`config.mk`:
```
export PLATFORM = sky130hd
export DESIGN_NAME = source_text_tokenizer_core
export DESIGN_NICKNAME = d
export VERILOG_FILES = /design/src/design/stt_pkg.sv /design/src/design/stt_front.sv /design/src/design/stt_back.sv /design/src/design/stt_outq.sv /design/src/design/source_text_tokenizer_core.sv
export SDC_FILE = /design/constraint.sdc
export NUM_CORES = 1
export LEC_CHECK = 0
export BUFFER_PORTS_ARGS = -buffer_cell sky130_fd_sc_hd__buf_2
export CORE_ASPECT_RATIO = 0.9
export CORE_UTILIZATION = 61
export CTS_CLUSTER_SIZE = 20
export DETAILED_ROUTE_END_ITERATION = 6
export GPL_ROUTABILITY_DRIVEN = 0
export PLACE_DENSITY = 0.83
export REMOVE_ABC_BUFFERS = 1
export SLEW_MARGIN = 20
export SYNTH_ARGS = -nofsm -noshare
export SYNTH_HDL_FRONTEND = slang
export SYNTH_SLANG_ARGS = --single-unit
```
`constraint.sdc`:
```
create_clock -name clk -period 7.7 [get_ports clk]
set_input_delay 0 -clock clk [delete_from_list [all_inputs] [get_ports clk]]
set_output_delay 0 -clock clk [all_outputs]
set_load 0.01 [all_outputs]
```
`src/design/stt_pkg.sv`:
```
package stt_pkg;

	localparam int CH_BITS     = 8;
	localparam int KIND_BITS   = 4;
	localparam int LINE_W      = 16;
	localparam int COLUMN_W    = 16;
	localparam int OFFSET_W    = 24;
	localparam int LENGTH_W    = 16;
	localparam int PREFIX_BITS = 40;

	localparam int IN_DEPTH  = 2;
	localparam int OUT_DEPTH = 4;

	localparam logic [KIND_BITS-1:0] KIND_IDENT   = 4'd0;
	localparam logic [KIND_BITS-1:0] KIND_INT     = 4'd1;
	localparam logic [KIND_BITS-1:0] KIND_FLOAT   = 4'd2;
	localparam logic [KIND_BITS-1:0] KIND_KEYWORD = 4'd3;
	localparam logic [KIND_BITS-1:0] KIND_LPAREN  = 4'd4;
	localparam logic [KIND_BITS-1:0] KIND_RPAREN  = 4'd5;
	localparam logic [KIND_BITS-1:0] KIND_LBRACE  = 4'd6;
	localparam logic [KIND_BITS-1:0] KIND_RBRACE  = 4'd7;
	localparam logic [KIND_BITS-1:0] KIND_LBRACK  = 4'd8;
	localparam logic [KIND_BITS-1:0] KIND_RBRACK  = 4'd9;
	localparam logic [KIND_BITS-1:0] KIND_SEMI    = 4'd10;
	localparam logic [KIND_BITS-1:0] KIND_ERROR   = 4'd11;

	localparam logic [CH_BITS-1:0] CH_NEWLINE = 8'h0A;
	localparam logic [CH_BITS-1:0] CH_TAB     = 8'h09;
	localparam logic [CH_BITS-1:0] CH_SPACE   = 8'h20;
	localparam logic [CH_BITS-1:0] CH_HASH    = 8'h23;
	localparam logic [CH_BITS-1:0] CH_DOT     = 8'h2E;

	// "int" and "float", first byte highest
	localparam logic [PREFIX_BITS-1:0] WORD_INT   = 40'h00_0069_6E74;
	localparam logic [PREFIX_BITS-1:0] WORD_FLOAT = 40'h66_6C6F_6174;

	typedef enum logic [2:0] {
		CLS_SKIP    = 3'd0,
		CLS_NEWLINE = 3'd1,
		CLS_HASH    = 3'd2,
		CLS_LETTER  = 3'd3,
		CLS_DIGIT   = 3'd4,
		CLS_DOT     = 3'd5,
		CLS_BRACKET = 3'd6
	} char_class_t;

	typedef struct packed {
		char_class_t          cls;
		logic [CH_BITS-1:0]   ch;
		logic [KIND_BITS-1:0] bkind;
		logic                 last;
	} item_t;

	typedef struct packed {
		logic [KIND_BITS-1:0] kind;
		logic [LINE_W-1:0]    line;
		logic [COLUMN_W-1:0]  column;
		logic [OFFSET_W-1:0]  offset;
		logic [LENGTH_W-1:0]  length;
		logic                 last_of_run;
	} token_t;

	// result writes from the back end into the result queue
	typedef struct packed {
		logic [1:0] count;
		token_t     tok0;
		token_t     tok1;
	} res_wr_t;

endpackage

```
`src/design/stt_front.sv`:
```
module stt_front (
	input  logic                             clk,
	input  logic                             arst_n,
	input  logic                             push,
	output logic                             full,
	input  logic [stt_pkg::CH_BITS-1:0]      ch,
	input  logic                             end_of_source,
	output logic                             item_valid,
	output stt_pkg::item_t                   item,
	input  logic                             item_take
);

	localparam int PTR_W = $clog2(stt_pkg::IN_DEPTH);
	localparam int CNT_W = $clog2(stt_pkg::IN_DEPTH + 1);

	stt_pkg::item_t  slot_q [stt_pkg::IN_DEPTH];
	stt_pkg::item_t  cls_item;
	logic [PTR_W-1:0] wp_q;
	logic [PTR_W-1:0] rp_q;
	logic [CNT_W-1:0] cnt_q;
	logic             do_push;
	logic             do_pop;

	always_comb begin
		cls_item.ch    = ch;
		cls_item.last  = end_of_source;
		cls_item.bkind = stt_pkg::KIND_IDENT;
		cls_item.cls   = stt_pkg::CLS_SKIP;
		case (ch) inside
			stt_pkg::CH_NEWLINE: cls_item.cls = stt_pkg::CLS_NEWLINE;
			stt_pkg::CH_HASH:    cls_item.cls = stt_pkg::CLS_HASH;
			stt_pkg::CH_DOT:     cls_item.cls = stt_pkg::CLS_DOT;
			stt_pkg::CH_SPACE, stt_pkg::CH_TAB: cls_item.cls = stt_pkg::CLS_SKIP;
			[8'h61:8'h7A], [8'h41:8'h5A]: cls_item.cls = stt_pkg::CLS_LETTER;
			[8'h30:8'h39]: cls_item.cls = stt_pkg::CLS_DIGIT;
			8'h28: begin
				cls_item.cls   = stt_pkg::CLS_BRACKET;
				cls_item.bkind = stt_pkg::KIND_LPAREN;
			end
			8'h29: begin
				cls_item.cls   = stt_pkg::CLS_BRACKET;
				cls_item.bkind = stt_pkg::KIND_RPAREN;
			end
			8'h7B: begin
				cls_item.cls   = stt_pkg::CLS_BRACKET;
				cls_item.bkind = stt_pkg::KIND_LBRACE;
			end
			8'h7D: begin
				cls_item.cls   = stt_pkg::CLS_BRACKET;
				cls_item.bkind = stt_pkg::KIND_RBRACE;
			end
			8'h5B: begin
				cls_item.cls   = stt_pkg::CLS_BRACKET;
				cls_item.bkind = stt_pkg::KIND_LBRACK;
			end
			8'h5D: begin
				cls_item.cls   = stt_pkg::CLS_BRACKET;
				cls_item.bkind = stt_pkg::KIND_RBRACK;
			end
			8'h3B: begin
				cls_item.cls   = stt_pkg::CLS_BRACKET;
				cls_item.bkind = stt_pkg::KIND_SEMI;
			end
			default: cls_item.cls = stt_pkg::CLS_SKIP;
		endcase
	end

	assign full       = (cnt_q == CNT_W'(stt_pkg::IN_DEPTH));
	assign item_valid = (cnt_q != '0);
	assign item       = slot_q[rp_q];
	assign do_push    = push && !full;
	assign do_pop     = item_take && item_valid;

	always_ff @(posedge clk) begin
		if (do_push) begin
			slot_q[wp_q] <= cls_item;
		end
	end

	always_ff @(posedge clk or negedge arst_n) begin
		if (!arst_n) begin
			wp_q  <= '0;
			rp_q  <= '0;
			cnt_q <= '0;
		end else begin
			if (do_push) begin
				wp_q <= wp_q + 1'b1;
			end
			if (do_pop) begin
				rp_q <= rp_q + 1'b1;
			end
			if (do_push && !do_pop) begin
				cnt_q <= cnt_q + 1'b1;
			end else if (do_pop && !do_push) begin
				cnt_q <= cnt_q - 1'b1;
			end
		end
	end

endmodule

```
`src/design/stt_back.sv`:
```
module stt_back #(
	parameter int LINE_BITS   = 16,
	parameter int COLUMN_BITS = 16,
	parameter int OFFSET_BITS = 24
) (
	input  logic              clk,
	input  logic              arst_n,
	input  logic              item_valid,
	input  stt_pkg::item_t    item,
	output logic              item_take,
	input  logic              room,
	output stt_pkg::res_wr_t  wr
);

	typedef enum logic [4:0] {
		MODE_IDLE    = 5'b00001,
		MODE_IDENT   = 5'b00010,
		MODE_NUMBER  = 5'b00100,
		MODE_COMMENT = 5'b01000,
		MODE_HALTED  = 5'b10000
	} mode_t;

	localparam int LEN_W = stt_pkg::LENGTH_W;
	localparam int PFX_W = stt_pkg::PREFIX_BITS;

	mode_t                  mode_q, mode_d;
	logic                   seen_q, seen_d;
	logic [LINE_BITS-1:0]   line_q, line_d;
	logic [COLUMN_BITS-1:0] col_q, col_d;
	logic [OFFSET_BITS-1:0] byte_q, byte_d;
	logic [COLUMN_BITS-1:0] scol_q, scol_d;
	logic [OFFSET_BITS-1:0] soff_q, soff_d;
	logic [LEN_W-1:0]       len_q, len_d;
	logic [PFX_W-1:0]       pfx_q, pfx_d;

	logic                   fire;
	logic                   nl;
	logic                   as_idle;
	logic                   start_ident;
	logic                   start_number;
	logic [LEN_W-1:0]       ext_len;
	logic [PFX_W-1:0]       ext_pfx;

	logic                          emit_a, emit_b;
	logic [stt_pkg::KIND_BITS-1:0] a_kind, b_kind;
	logic [COLUMN_BITS-1:0]        a_col, b_col;
	logic [OFFSET_BITS-1:0]        a_off, b_off;
	logic [LEN_W-1:0]              a_len, b_len;
	logic [31:0]                   line_w;
	logic [31:0]                   a_col_w, b_col_w;
	logic [47:0]                   a_off_w, b_off_w;

	function automatic logic [stt_pkg::KIND_BITS-1:0] run_kind(
		input mode_t            m,
		input logic [LEN_W-1:0] n,
		input logic [PFX_W-1:0] p,
		input logic             s
	);
		logic [stt_pkg::KIND_BITS-1:0] k;
		if (m == MODE_IDENT) begin
			k = stt_pkg::KIND_IDENT;
			if ((n == LEN_W'(3) && p == stt_pkg::WORD_INT) ||
			    (n == LEN_W'(5) && p == stt_pkg::WORD_FLOAT)) begin
				k = stt_pkg::KIND_KEYWORD;
			end
		end else begin
			k = s ? stt_pkg::KIND_FLOAT : stt_pkg::KIND_INT;
		end
		return k;
	endfunction

	assign fire      = item_valid && room;
	assign item_take = room;
	assign ext_len   = (&len_q) ? len_q : len_q + 1'b1;
	assign ext_pfx   = (len_q < LEN_W'(5)) ? {pfx_q[PFX_W-9:0], item.ch} : pfx_q;

	always_comb begin
		mode_d = mode_q;
		seen_d = seen_q;
		scol_d = scol_q;
		soff_d = soff_q;
		len_d  = len_q;
		pfx_d  = pfx_q;
		nl           = 1'b0;
		as_idle      = 1'b0;
		start_ident  = 1'b0;
		start_number = 1'b0;
		emit_a = 1'b0;
		a_kind = run_kind(mode_q, len_q, pfx_q, seen_q);
		a_col  = scol_q;
		a_off  = soff_q;
		a_len  = len_q;
		emit_b = 1'b0;
		b_kind = item.bkind;
		b_col  = col_q;
		b_off  = byte_q;
		b_len  = LEN_W'(1);

		case (mode_q)
			MODE_COMMENT: begin
				if (item.cls == stt_pkg::CLS_NEWLINE) begin
					mode_d = MODE_IDLE;
					nl     = 1'b1;
				end
			end
			MODE_IDENT: begin
				if (item.cls == stt_pkg::CLS_LETTER) begin
					len_d = ext_len;
					pfx_d = ext_pfx;
				end else begin
					emit_a  = 1'b1;
					mode_d  = MODE_IDLE;
					as_idle = 1'b1;
				end
			end
			MODE_NUMBER: begin
				if (item.cls == stt_pkg::CLS_DIGIT) begin
					len_d = ext_len;
					pfx_d = ext_pfx;
				end else if (item.cls == stt_pkg::CLS_DOT) begin
					len_d = ext_len;
					pfx_d = ext_pfx;
					if (seen_q) begin
						// second dot: report and halt until end of source
						emit_a = 1'b1;
						a_kind = stt_pkg::KIND_ERROR;
						a_len  = ext_len;
						mode_d = MODE_HALTED;
					end else begin
						seen_d = 1'b1;
					end
				end else begin
					emit_a  = 1'b1;
					mode_d  = MODE_IDLE;
					as_idle = 1'b1;
				end
			end
			MODE_IDLE: as_idle = 1'b1;
			default: ;
		endcase

		if (as_idle) begin
			case (item.cls)
				stt_pkg::CLS_NEWLINE: nl = 1'b1;
				stt_pkg::CLS_HASH:    mode_d = MODE_COMMENT;
				stt_pkg::CLS_LETTER:  start_ident = 1'b1;
				stt_pkg::CLS_DIGIT:   start_number = 1'b1;
				stt_pkg::CLS_BRACKET: emit_b = 1'b1;
				default: ;
			endcase
		end

		if (start_ident || start_number) begin
			mode_d = start_ident ? MODE_IDENT : MODE_NUMBER;
			seen_d = 1'b0;
			scol_d = col_q;
			soff_d = byte_q;
			len_d  = LEN_W'(1);
			pfx_d  = PFX_W'(item.ch);
		end

		if (nl) begin
			line_d = (&line_q) ? line_q : line_q + 1'b1;
			col_d  = '0;
		end else begin
			line_d = line_q;
			col_d  = (&col_q) ? col_q : col_q + 1'b1;
		end
		byte_d = (&byte_q) ? byte_q : byte_q + 1'b1;

		if (item.last) begin
			// flush a pending run, then return to reset values
			if (mode_d == MODE_IDENT || mode_d == MODE_NUMBER) begin
				emit_b = 1'b1;
				b_kind = run_kind(mode_d, len_d, pfx_d, seen_d);
				b_col  = scol_d;
				b_off  = soff_d;
				b_len  = len_d;
			end
			mode_d = MODE_IDLE;
			seen_d = 1'b0;
			line_d = LINE_BITS'(1);
			col_d  = '0;
			byte_d = '0;
			scol_d = '0;
			soff_d = '0;
			len_d  = '0;
			pfx_d  = '0;
		end
	end

	assign line_w  = 32'(line_q);
	assign a_col_w = 32'(a_col);
	assign b_col_w = 32'(b_col);
	assign a_off_w = 48'(a_off);
	assign b_off_w = 48'(b_off);

	always_comb begin
		stt_pkg::token_t ta;
		stt_pkg::token_t tb;
		ta.kind        = a_kind;
		ta.line        = line_w[stt_pkg::LINE_W-1:0];
		ta.column      = a_col_w[stt_pkg::COLUMN_W-1:0];
		ta.offset      = a_off_w[stt_pkg::OFFSET_W-1:0];
		ta.length      = a_len;
		ta.last_of_run = !emit_b;
		tb.kind        = b_kind;
		tb.line        = line_w[stt_pkg::LINE_W-1:0];
		tb.column      = b_col_w[stt_pkg::COLUMN_W-1:0];
		tb.offset      = b_off_w[stt_pkg::OFFSET_W-1:0];
		tb.length      = b_len;
		tb.last_of_run = 1'b1;
		wr.tok0  = emit_a ? ta : tb;
		wr.tok1  = tb;
		wr.count = fire ? (2'(emit_a) + 2'(emit_b)) : 2'd0;
	end

	always_ff @(posedge clk or negedge arst_n) begin
		if (!arst_n) begin
			mode_q <= MODE_IDLE;
			seen_q <= 1'b0;
			line_q <= LINE_BITS'(1);
			col_q  <= '0;
			byte_q <= '0;
			scol_q <= '0;
			soff_q <= '0;
			len_q  <= '0;
			pfx_q  <= '0;
		end else if (fire) begin
			mode_q <= mode_d;
			seen_q <= seen_d;
			line_q <= line_d;
			col_q  <= col_d;
			byte_q <= byte_d;
			scol_q <= scol_d;
			soff_q <= soff_d;
			len_q  <= len_d;
			pfx_q  <= pfx_d;
		end
	end

	a_end_resets: assert property (@(posedge clk) disable iff (!arst_n)
		fire && item.last |=> mode_q == MODE_IDLE && line_q == LINE_BITS'(1) && byte_q == '0)
		else $error("end of source did not return the scanner to reset");

	a_two_need_run: assert property (@(posedge clk) disable iff (!arst_n)
		fire && emit_a && emit_b |-> mode_q == MODE_IDENT || mode_q == MODE_NUMBER)
		else $error("two tokens from one byte without a pending run");

	a_halt_silent: assert property (@(posedge clk) disable iff (!arst_n)
		mode_q == MODE_HALTED |-> !emit_a && !emit_b)
		else $error("token emitted while halted");

endmodule

```
`src/design/stt_outq.sv`:
```
module stt_outq (
	input  logic             clk,
	input  logic             arst_n,
	input  stt_pkg::res_wr_t wr,
	output logic             room,
	output logic             empty,
	input  logic             pop,
	output stt_pkg::token_t  head
);

	localparam int PTR_W = $clog2(stt_pkg::OUT_DEPTH);
	localparam int CNT_W = $clog2(stt_pkg::OUT_DEPTH + 1);

	stt_pkg::token_t  slot_q [stt_pkg::OUT_DEPTH];
	logic [PTR_W-1:0] wp_q;
	logic [PTR_W-1:0] wp_next;
	logic [PTR_W-1:0] rp_q;
	logic [CNT_W-1:0] cnt_q;
	logic             do_pop;

	assign empty   = (cnt_q == '0);
	assign room    = (cnt_q <= CNT_W'(stt_pkg::OUT_DEPTH - 2));
	assign head    = slot_q[rp_q];
	assign do_pop  = pop && !empty;
	assign wp_next = wp_q + 1'b1;

	always_ff @(posedge clk) begin
		if (wr.count != 2'd0) begin
			slot_q[wp_q] <= wr.tok0;
		end
		if (wr.count == 2'd2) begin
			slot_q[wp_next] <= wr.tok1;
		end
	end

	always_ff @(posedge clk or negedge arst_n) begin
		if (!arst_n) begin
			wp_q  <= '0;
			rp_q  <= '0;
			cnt_q <= '0;
		end else begin
			wp_q  <= wp_q + PTR_W'(wr.count);
			rp_q  <= rp_q + PTR_W'(do_pop);
			cnt_q <= cnt_q + CNT_W'(wr.count) - CNT_W'(do_pop);
		end
	end

	a_no_overfill: assert property (@(posedge clk) disable iff (!arst_n)
		wr.count == 2'd2 |-> cnt_q <= CNT_W'(stt_pkg::OUT_DEPTH - 2))
		else $error("pair written into result queue without room");

	a_count_bound: assert property (@(posedge clk) disable iff (!arst_n)
		cnt_q <= CNT_W'(stt_pkg::OUT_DEPTH))
		else $error("result queue count beyond depth");

endmodule

```
`src/design/source_text_tokenizer_core.sv`:
```
// Channel   Handshake            Payload
// input     push / full          ch, end_of_source
// result    pop / empty          token_kind, line, column, offset, token_length, last_of_run
//
// One byte per cycle sustained while the result queue has room: the classifier registers each byte into a two-entry
// queue, and the scanner retires one queued byte per cycle into a four-entry result
// queue, writing up to two tokens at once.
// A byte is registered in the input queue, and its tokens in the result queue, which drives the result ports.
// The scanner stalls only when fewer than two result slots are free; full then follows.
// Reset (arst_n low) clears all queues and puts the scanner at line 1, column 0.
module source_text_tokenizer_core #(
	parameter int LINE_BITS   = 16,
	parameter int COLUMN_BITS = 16,
	parameter int OFFSET_BITS = 24
) (
	input  logic                                clk,
	input  logic                                arst_n,
	input  logic                                push,
	output logic                                full,
	input  logic [stt_pkg::CH_BITS-1:0]         ch,
	input  logic                                end_of_source,
	output logic                                empty,
	input  logic                                pop,
	output logic [stt_pkg::KIND_BITS-1:0]       token_kind,
	output logic [stt_pkg::LINE_W-1:0]          line,
	output logic [stt_pkg::COLUMN_W-1:0]        column,
	output logic [stt_pkg::OFFSET_W-1:0]        offset,
	output logic [stt_pkg::LENGTH_W-1:0]        token_length,
	output logic                                last_of_run
);

	// classified item between front and scanner
	logic             item_valid;
	logic             item_take;
	stt_pkg::item_t   item;

	// scanner writes into the result queue
	logic             room;
	stt_pkg::res_wr_t wr;
	stt_pkg::token_t  head;

	// Front: classify each byte and hold it until the scanner takes it.
	stt_front u_front (
		.clk           (clk),
		.arst_n        (arst_n),
		.push          (push),
		.full          (full),
		.ch            (ch),
		.end_of_source (end_of_source),
		.item_valid    (item_valid),
		.item          (item),
		.item_take     (item_take)
	);

	// Back: advance the scan state and emit tokens with their positions.
	stt_back #(
		.LINE_BITS   (LINE_BITS),
		.COLUMN_BITS (COLUMN_BITS),
		.OFFSET_BITS (OFFSET_BITS)
	) u_back (
		.clk        (clk),
		.arst_n     (arst_n),
		.item_valid (item_valid),
		.item       (item),
		.item_take  (item_take),
		.room       (room),
		.wr         (wr)
	);

	// Result queue: hold tokens until the consumer pops them.
	stt_outq u_outq (
		.clk    (clk),
		.arst_n (arst_n),
		.wr     (wr),
		.room   (room),
		.empty  (empty),
		.pop    (pop),
		.head   (head)
	);

	assign token_kind   = head.kind;
	assign line         = head.line;
	assign column       = head.column;
	assign offset       = head.offset;
	assign token_length = head.length;
	assign last_of_run  = head.last_of_run;

endmodule

```
# ---- Yosys cells after proc, flatten, opt, wreduce, memory -nomap -nowiden
# Memories as Yosys holds them, arrays and structs flattened.
# Cells that the tools add are included.
dict set report classes {
  add_sub_neg 14
  order_cmp 8
  eq_ne 37
  n_mux 120
  n_reduce_logical 35
}
# operator n
set op_table {}
lappend op_table {{2-to-1 mux 16 bit} 22}
lappend op_table {{2-to-1 mux 40 bit} 6}
lappend op_table {{2-to-1 mux 24 bit} 6}
lappend op_table {{2-to-1 mux 4 bit} 21}
lappend op_table {{== test 40 x 23 -> 1 bit (second input constant)} 2}
lappend op_table {{== test 40 x 39 -> 1 bit (second input constant)} 2}
lappend op_table {{one-hot mux 40 bit (2 select lines)} 1}
lappend op_table {{2-to-1 mux 77 bit} 1}
lappend op_table {{adder 16 x 1 -> 16 bit (second input constant)} 3}
lappend op_table {{== test 8 x 6 -> 1 bit (second input constant)} 6}
lappend op_table {{AND reduction 16 bit} 3}
lappend op_table {{2-to-1 mux 5 bit} 9}
lappend op_table {{2-to-1 mux 3 bit} 14}
lappend op_table {{== test 16 x 2 -> 1 bit (second input constant)} 2}
lappend op_table {{== test 16 x 3 -> 1 bit (second input constant)} 2}
lappend op_table {{== test 8 x 7 -> 1 bit (second input constant)} 4}
lappend op_table {{one-hot mux 16 bit (2 select lines)} 1}
lappend op_table {{2-to-1 mux 1 bit} 29}
lappend op_table {{adder 24 x 1 -> 24 bit (second input constant)} 1}
lappend op_table {{AND reduction 24 bit} 1}
lappend op_table {{== test 8 x 4 -> 1 bit (second input constant)} 2}
lappend op_table {{greater-or-equal comparator 8 x 7 -> 1 bit (second input constant)} 2}
lappend op_table {{<= comparator 8 x 7 -> 1 bit (second input constant)} 2}
lappend op_table {{< comparator 16 x 3 -> 1 bit (second input constant)} 1}
lappend op_table {{33 further kinds} 71}
dict set report word_totals {
  reg_bits 169
  ram_bits 340
  input_bits 13
  word_cells 231
  n_memories 2
}
# name words width rd rd_clocked_by_memory_dff write_ports line
set mem_list {}
lappend mem_list {u_outq.slot_q 4 77 1 0 2 stt_outq.sv:14} ;# stt_pkg::token_t slot_q [stt_pkg::OUT_DEPTH];
lappend mem_list {u_front.slot_q 2 16 1 0 1 stt_front.sv:16} ;# stt_pkg::item_t slot_q [stt_pkg::IN_DEPTH];

# ---- Longest topological paths before layout
# An unclocked memory read counts as a cell.
dict set report logic_depth {
  word_depth 17
  mapped_depth 20
  mapped_depth_nobuf 14
}

# ---- By module
# Synthesis repeated with hierarchy kept, for this count alone.
dict set report unflattened {
  hier_cells 2165
  hier_area_um2 27508.9
}
# module n_inst cells_each area_each_um2 seq_area_each_um2
set modules_own_cells {}
lappend modules_own_cells {stt_outq 1 787 15419.8 9424.0}
lappend modules_own_cells {stt_back 1 1263 10425.0 3956.3}
lappend modules_own_cells {stt_front 1 115 1664.1 1061.0}

# ---- Worst setup path before layout
# No wires, ideal clock.
dict set report synth_path {
  path_kind {register to register}
  start {register u_back.mode_q[2]}
  end {memory u_outq.slot_q[2][10] in the netlist's numbering (enable)}
  setup_time_ns 0.467
  arrival_time_ns 6.112
  required_ns 7.233
  path_slack_ns 1.121
  path_stages_with_launch 18
  path_buffers 5
  period_less_slack_ns 6.579
  cell_sequence {dfrtp_1 or3_4 a211oi_4 a221o_1 a32oi_2 xnor2_1 or2_0 clkbuf_1 buf_2 nand2_1 ha_1 clkbuf_2 o21ai_1 nor2_1 nor2_1 clkbuf_1 inv_1 clkbuf_1}
}
# item line
set synth_lines {}
lappend synth_lines {{start, declared} stt_back.sv:26} ;# mode_t mode_q, mode_d;
lappend synth_lines {{start signal, assigned} stt_back.sv:230} ;# mode_q <= mode_d;
lappend synth_lines {{end, declared} stt_outq.sv:14}

==> results.md <==
* CTS buffer count at 49
* R2R Path End: u_outq.slot_q[1][0]$_SDFFE_PP1N_
* Total die area at 41000 sq um
* Synth Register Bits at 509
* Hold slack at roughly 0.074 ns
* Crit path DAT at 6.78 ns
* Drt pass-1 iters at 6
* Register area share after synthesis at 58.8%
* Initial antenna violation count at 1
* Vias at 17500
* Die Y-Extent at between 150 and 200 um
* Pre-CTS setup slack at 1.47 ns
* Final setup violation count at 0
* Hold Crit Class: primary input to asynchronous set/reset pin
* GRT Util Overall at 30.7%
* First-pass GRT wire length at 96100 um
* Vias in the first global route at around 17000
* Crit path from: u_front.rp_q$_DFFE_PN0P_
* Fill count at 2616
* P per Cell Area at 303 nW/um^2
* DP Cell Count at roughly 2400
* Pin count of the biggest net entering global routing at 95
* Crit path depth at 18
* Starting Density at about three fifths
* Critical path's top delay family: buffers and inverters
* Routed Antenna Nets at 0
* I/O Buffers at between 90 and 100
* RR Startpoint: u_front.rp_q$_DFFE_PN0P_
* Crit. End Element: flip-flop
* Area grow syn2layout at 11.6%
* DR top layer: met4
* RSZ-0062 raised after global routing: no
* Ports at a little over 90
* Share of cells above drive strength 1 at 17.4%
* Total power draw at slightly above 8 mW
* Final Hold Violating Endpoints at 0
* Core area at roughly 40000 sq um
* Mean post-synth cell area at 12.7 sq um
* Via density at 6.87
* Area of the multi-input gates at 9470 sq um
* Synth cell types at 94
* Ys Warns at 0
* Max Clock Freq at 158 MHz
* Routed length on met3 at 6340 um
* Top cells by area, synth: edfxtp_1, dfrtp_1, a22o_1
* Clk slew on worst S/H paths at 0.07 ns
* WP buf/inv at 6
* Startpoint types: flip-flop
* Clock sink total at 509
* Worst stage delay on the critical path at 0.77 ns
* Register area at 14400 sq um
* NumNets Final at 1995
* CP Max Fanout at 40
* Post-DP HPWL at 38200 um
* Primary FF master, synth: edfxtp_1
* Fin. max-slew vios at 0
* CTS tree: yes
* Post-Syn Area at 24500 sq um
* 1st-iter DRT viols at between 2000 and 2500
* EDFF count, synth at 336
* Setup TNS at 0 ns
* Worst-Margin Slew at 1.08 ns
* Outcome: complete, no violations
* Post-Synthesis Cells at 1928
* Share of the synthesized area in the top cell type at 41.2%
* R2R Setup Slk at 1.38 ns
* Post-route DRC at 0
* Most frequent CP cell: buf_4
* Metal-1 WL at 24400 um
* # Max-Cap Violations at 0
* Row cnt at 69
* Total wire length at between 60000 and 70000 um
* Worst path required time at ~8.2 ns
* Clock latency on the worst-skew pair at around 0.59 ns
* Ys async rst share at 33.2%
* Clock buffer depth at 3
* Top cell type by total area after synthesis: edfxtp_1
* Top post-synthesis cells by count: edfxtp_1, a22o_1, nor2_1, dfrtp_1, nand2_1
* Critical path's slowest cell: clkinv_2
* Reg2Reg Depth at 18
* Layout Skew at 0.0247 ns
* Finished Layout Cells at 2542
* Post-route worst setup slack at 1.38 ns
* Grt ovf at 0
* Fin crit period at 6.32 ns
* Pleak at 10.1 nW
* Max VDD drop at ~0.00020 V
* Worst setup endpoint: u_outq.slot_q[1][0]$_SDFFE_PP1N_
* Root buffer cell: clkbuf_16
* Most instantiated library cell after synthesis: edfxtp_1
* Die X at approximately 210 um
* CP Cell Sequence: buf_4, and3b_1, o211a_1, a221o_1, a32oi_2, xnor2_1, or2_0, buf_4, nand2_1, ha_1, o21ai_1, nor2_1, buf_4, nor2_2, buf_4, clkinv_2, buf_4, o22a_1
* Routed len/inst at 24.5 um
* Crit Path Class: flip-flop to flip-flop
* Met2 routed WL at approximately 30000 um
* Period utilization at 82.1%
* Slew Limit Headroom at 27.8%
* CTS-repair resized insts at 0
* CTS H-Tree Depth at 2
-- metrics by stage --
step | cell area (sq um) | util (%)
after global routing | 27400 | 69.2
after CTS | 27300 | 69.1
after global placement | 25400 | 64.3
after detailed placement | 25500 | 64.6
final | 27400 | 69.2
after floorplan | 23900 | -
-- metal layers --
| metal | global-route usage, % | vias to the layer above |
|---|---|---|
| met2 | 48.7 | 1103 |
| met1 | 42.6 | 8675 |
| met5 | 0 | - |
| met3 | 5.25 | 185 |
| li1 | - | 7502 |
| met4 | 12.0 | 0 |
-- logic make-up (layout without fill, tap and decap cells) --
group	Yosys count	in the layout	share of synthesized area, %
AND/OR/NAND/NOR	563	563	11.7
flip-flops	509	509	58.8
AO/OA/AOI/OAI	481	481	15.2
buffers and inverters	190	271	3.03
multiplexers	98	98	7.96
XOR/XNOR	73	73	2.61
adder cells (fa/ha/maj)	14	14	0.746
other	0	1	0
-- where the power goes --
group | total (mW) | switching, mW | leakage, nW | internal, mW
logic | 2.43 | 1.48 | 3.66 | 0.954
clock network | 2.47 | 1.06 | 0.810 | 1.41
registers | 3.38 | 0.255 | 5.62 | 3.12
-- flip-flops by register name (all words and copies together), names as in the netlist, 2 cells and up --
signal / flops
u_back.mode_q: 5
u_outq.cnt_q: 3
u_back.byte_q: 24
u_outq.wp_q: 2
u_outq.slot_q: 308
u_back.a_col: 16
u_back.col_q: 16
u_front.cnt_q: 2
u_outq.rp_q: 2
u_back.a_off: 24
u_back.line_q: 16
u_back.pfx_q: 40
u_back.len_q: 16
u_front.slot_q: 32
-- cells in the final DEF (no fill, tap or decap), drive strengths merged, types with 15 or more instances in the layout --
cell	Yosys	routed
edfxtp	336	336
a22o	243	243
nor2	176	176
dfrtp	167	167
buf	41	136
nand2	121	121
mux4	77	77
a21oi	76	76
clkbuf	117	75
o21ai	54	54
nor3	40	40
xor2	39	39
and2	38	38
xnor2	34	34
inv	31	32
nor2b	30	30
o22ai	28	28
nand3	25	25
nand4	24	24
nor4	20	20
mux2i	17	17
nand2b	15	15
-- worst min path at each step --
stage	startpoint	end	slack, ns
after floorplan	arst_n	u_back.a_col[0]$_DFFE_PN0P_	-0.30
after global placement	arst_n	u_back.col_q[7]$_DFFE_PN0P_	0.18
after detailed placement	arst_n	u_back.col_q[7]$_DFFE_PN0P_	0.18
after CTS	pop	u_outq.rp_q[0]$_DFF_PN0_	0.07
after global routing	pop	u_outq.rp_q[0]$_DFF_PN0_	0.10
final	arst_n	u_back.col_q[9]$_DFFE_PN0P_	0.07
-- area by class of cell --
type | instances | share of cell area (%)
diodes | 1 | 0.00915
inverters | 32 | 0.457
clock inverters | 17 | 0.613
well taps | 532 | 2.43
clock buffers | 75 | 5.43
repair buffers | 147 | 3.76
flip-flops and latches | 509 | 52.7
multi-input cells | 1229 | 34.6
-- repair_timing --
| action | 4_1_cts | 5_1_grt |
|---|---|---|
| hold endpoints to repair | 126 | 0 |
| hold buffers | 11 | 0 |
| buffers inserted | 0 | 0 |
Note: power is estimated with default switching activity, not from simulation.
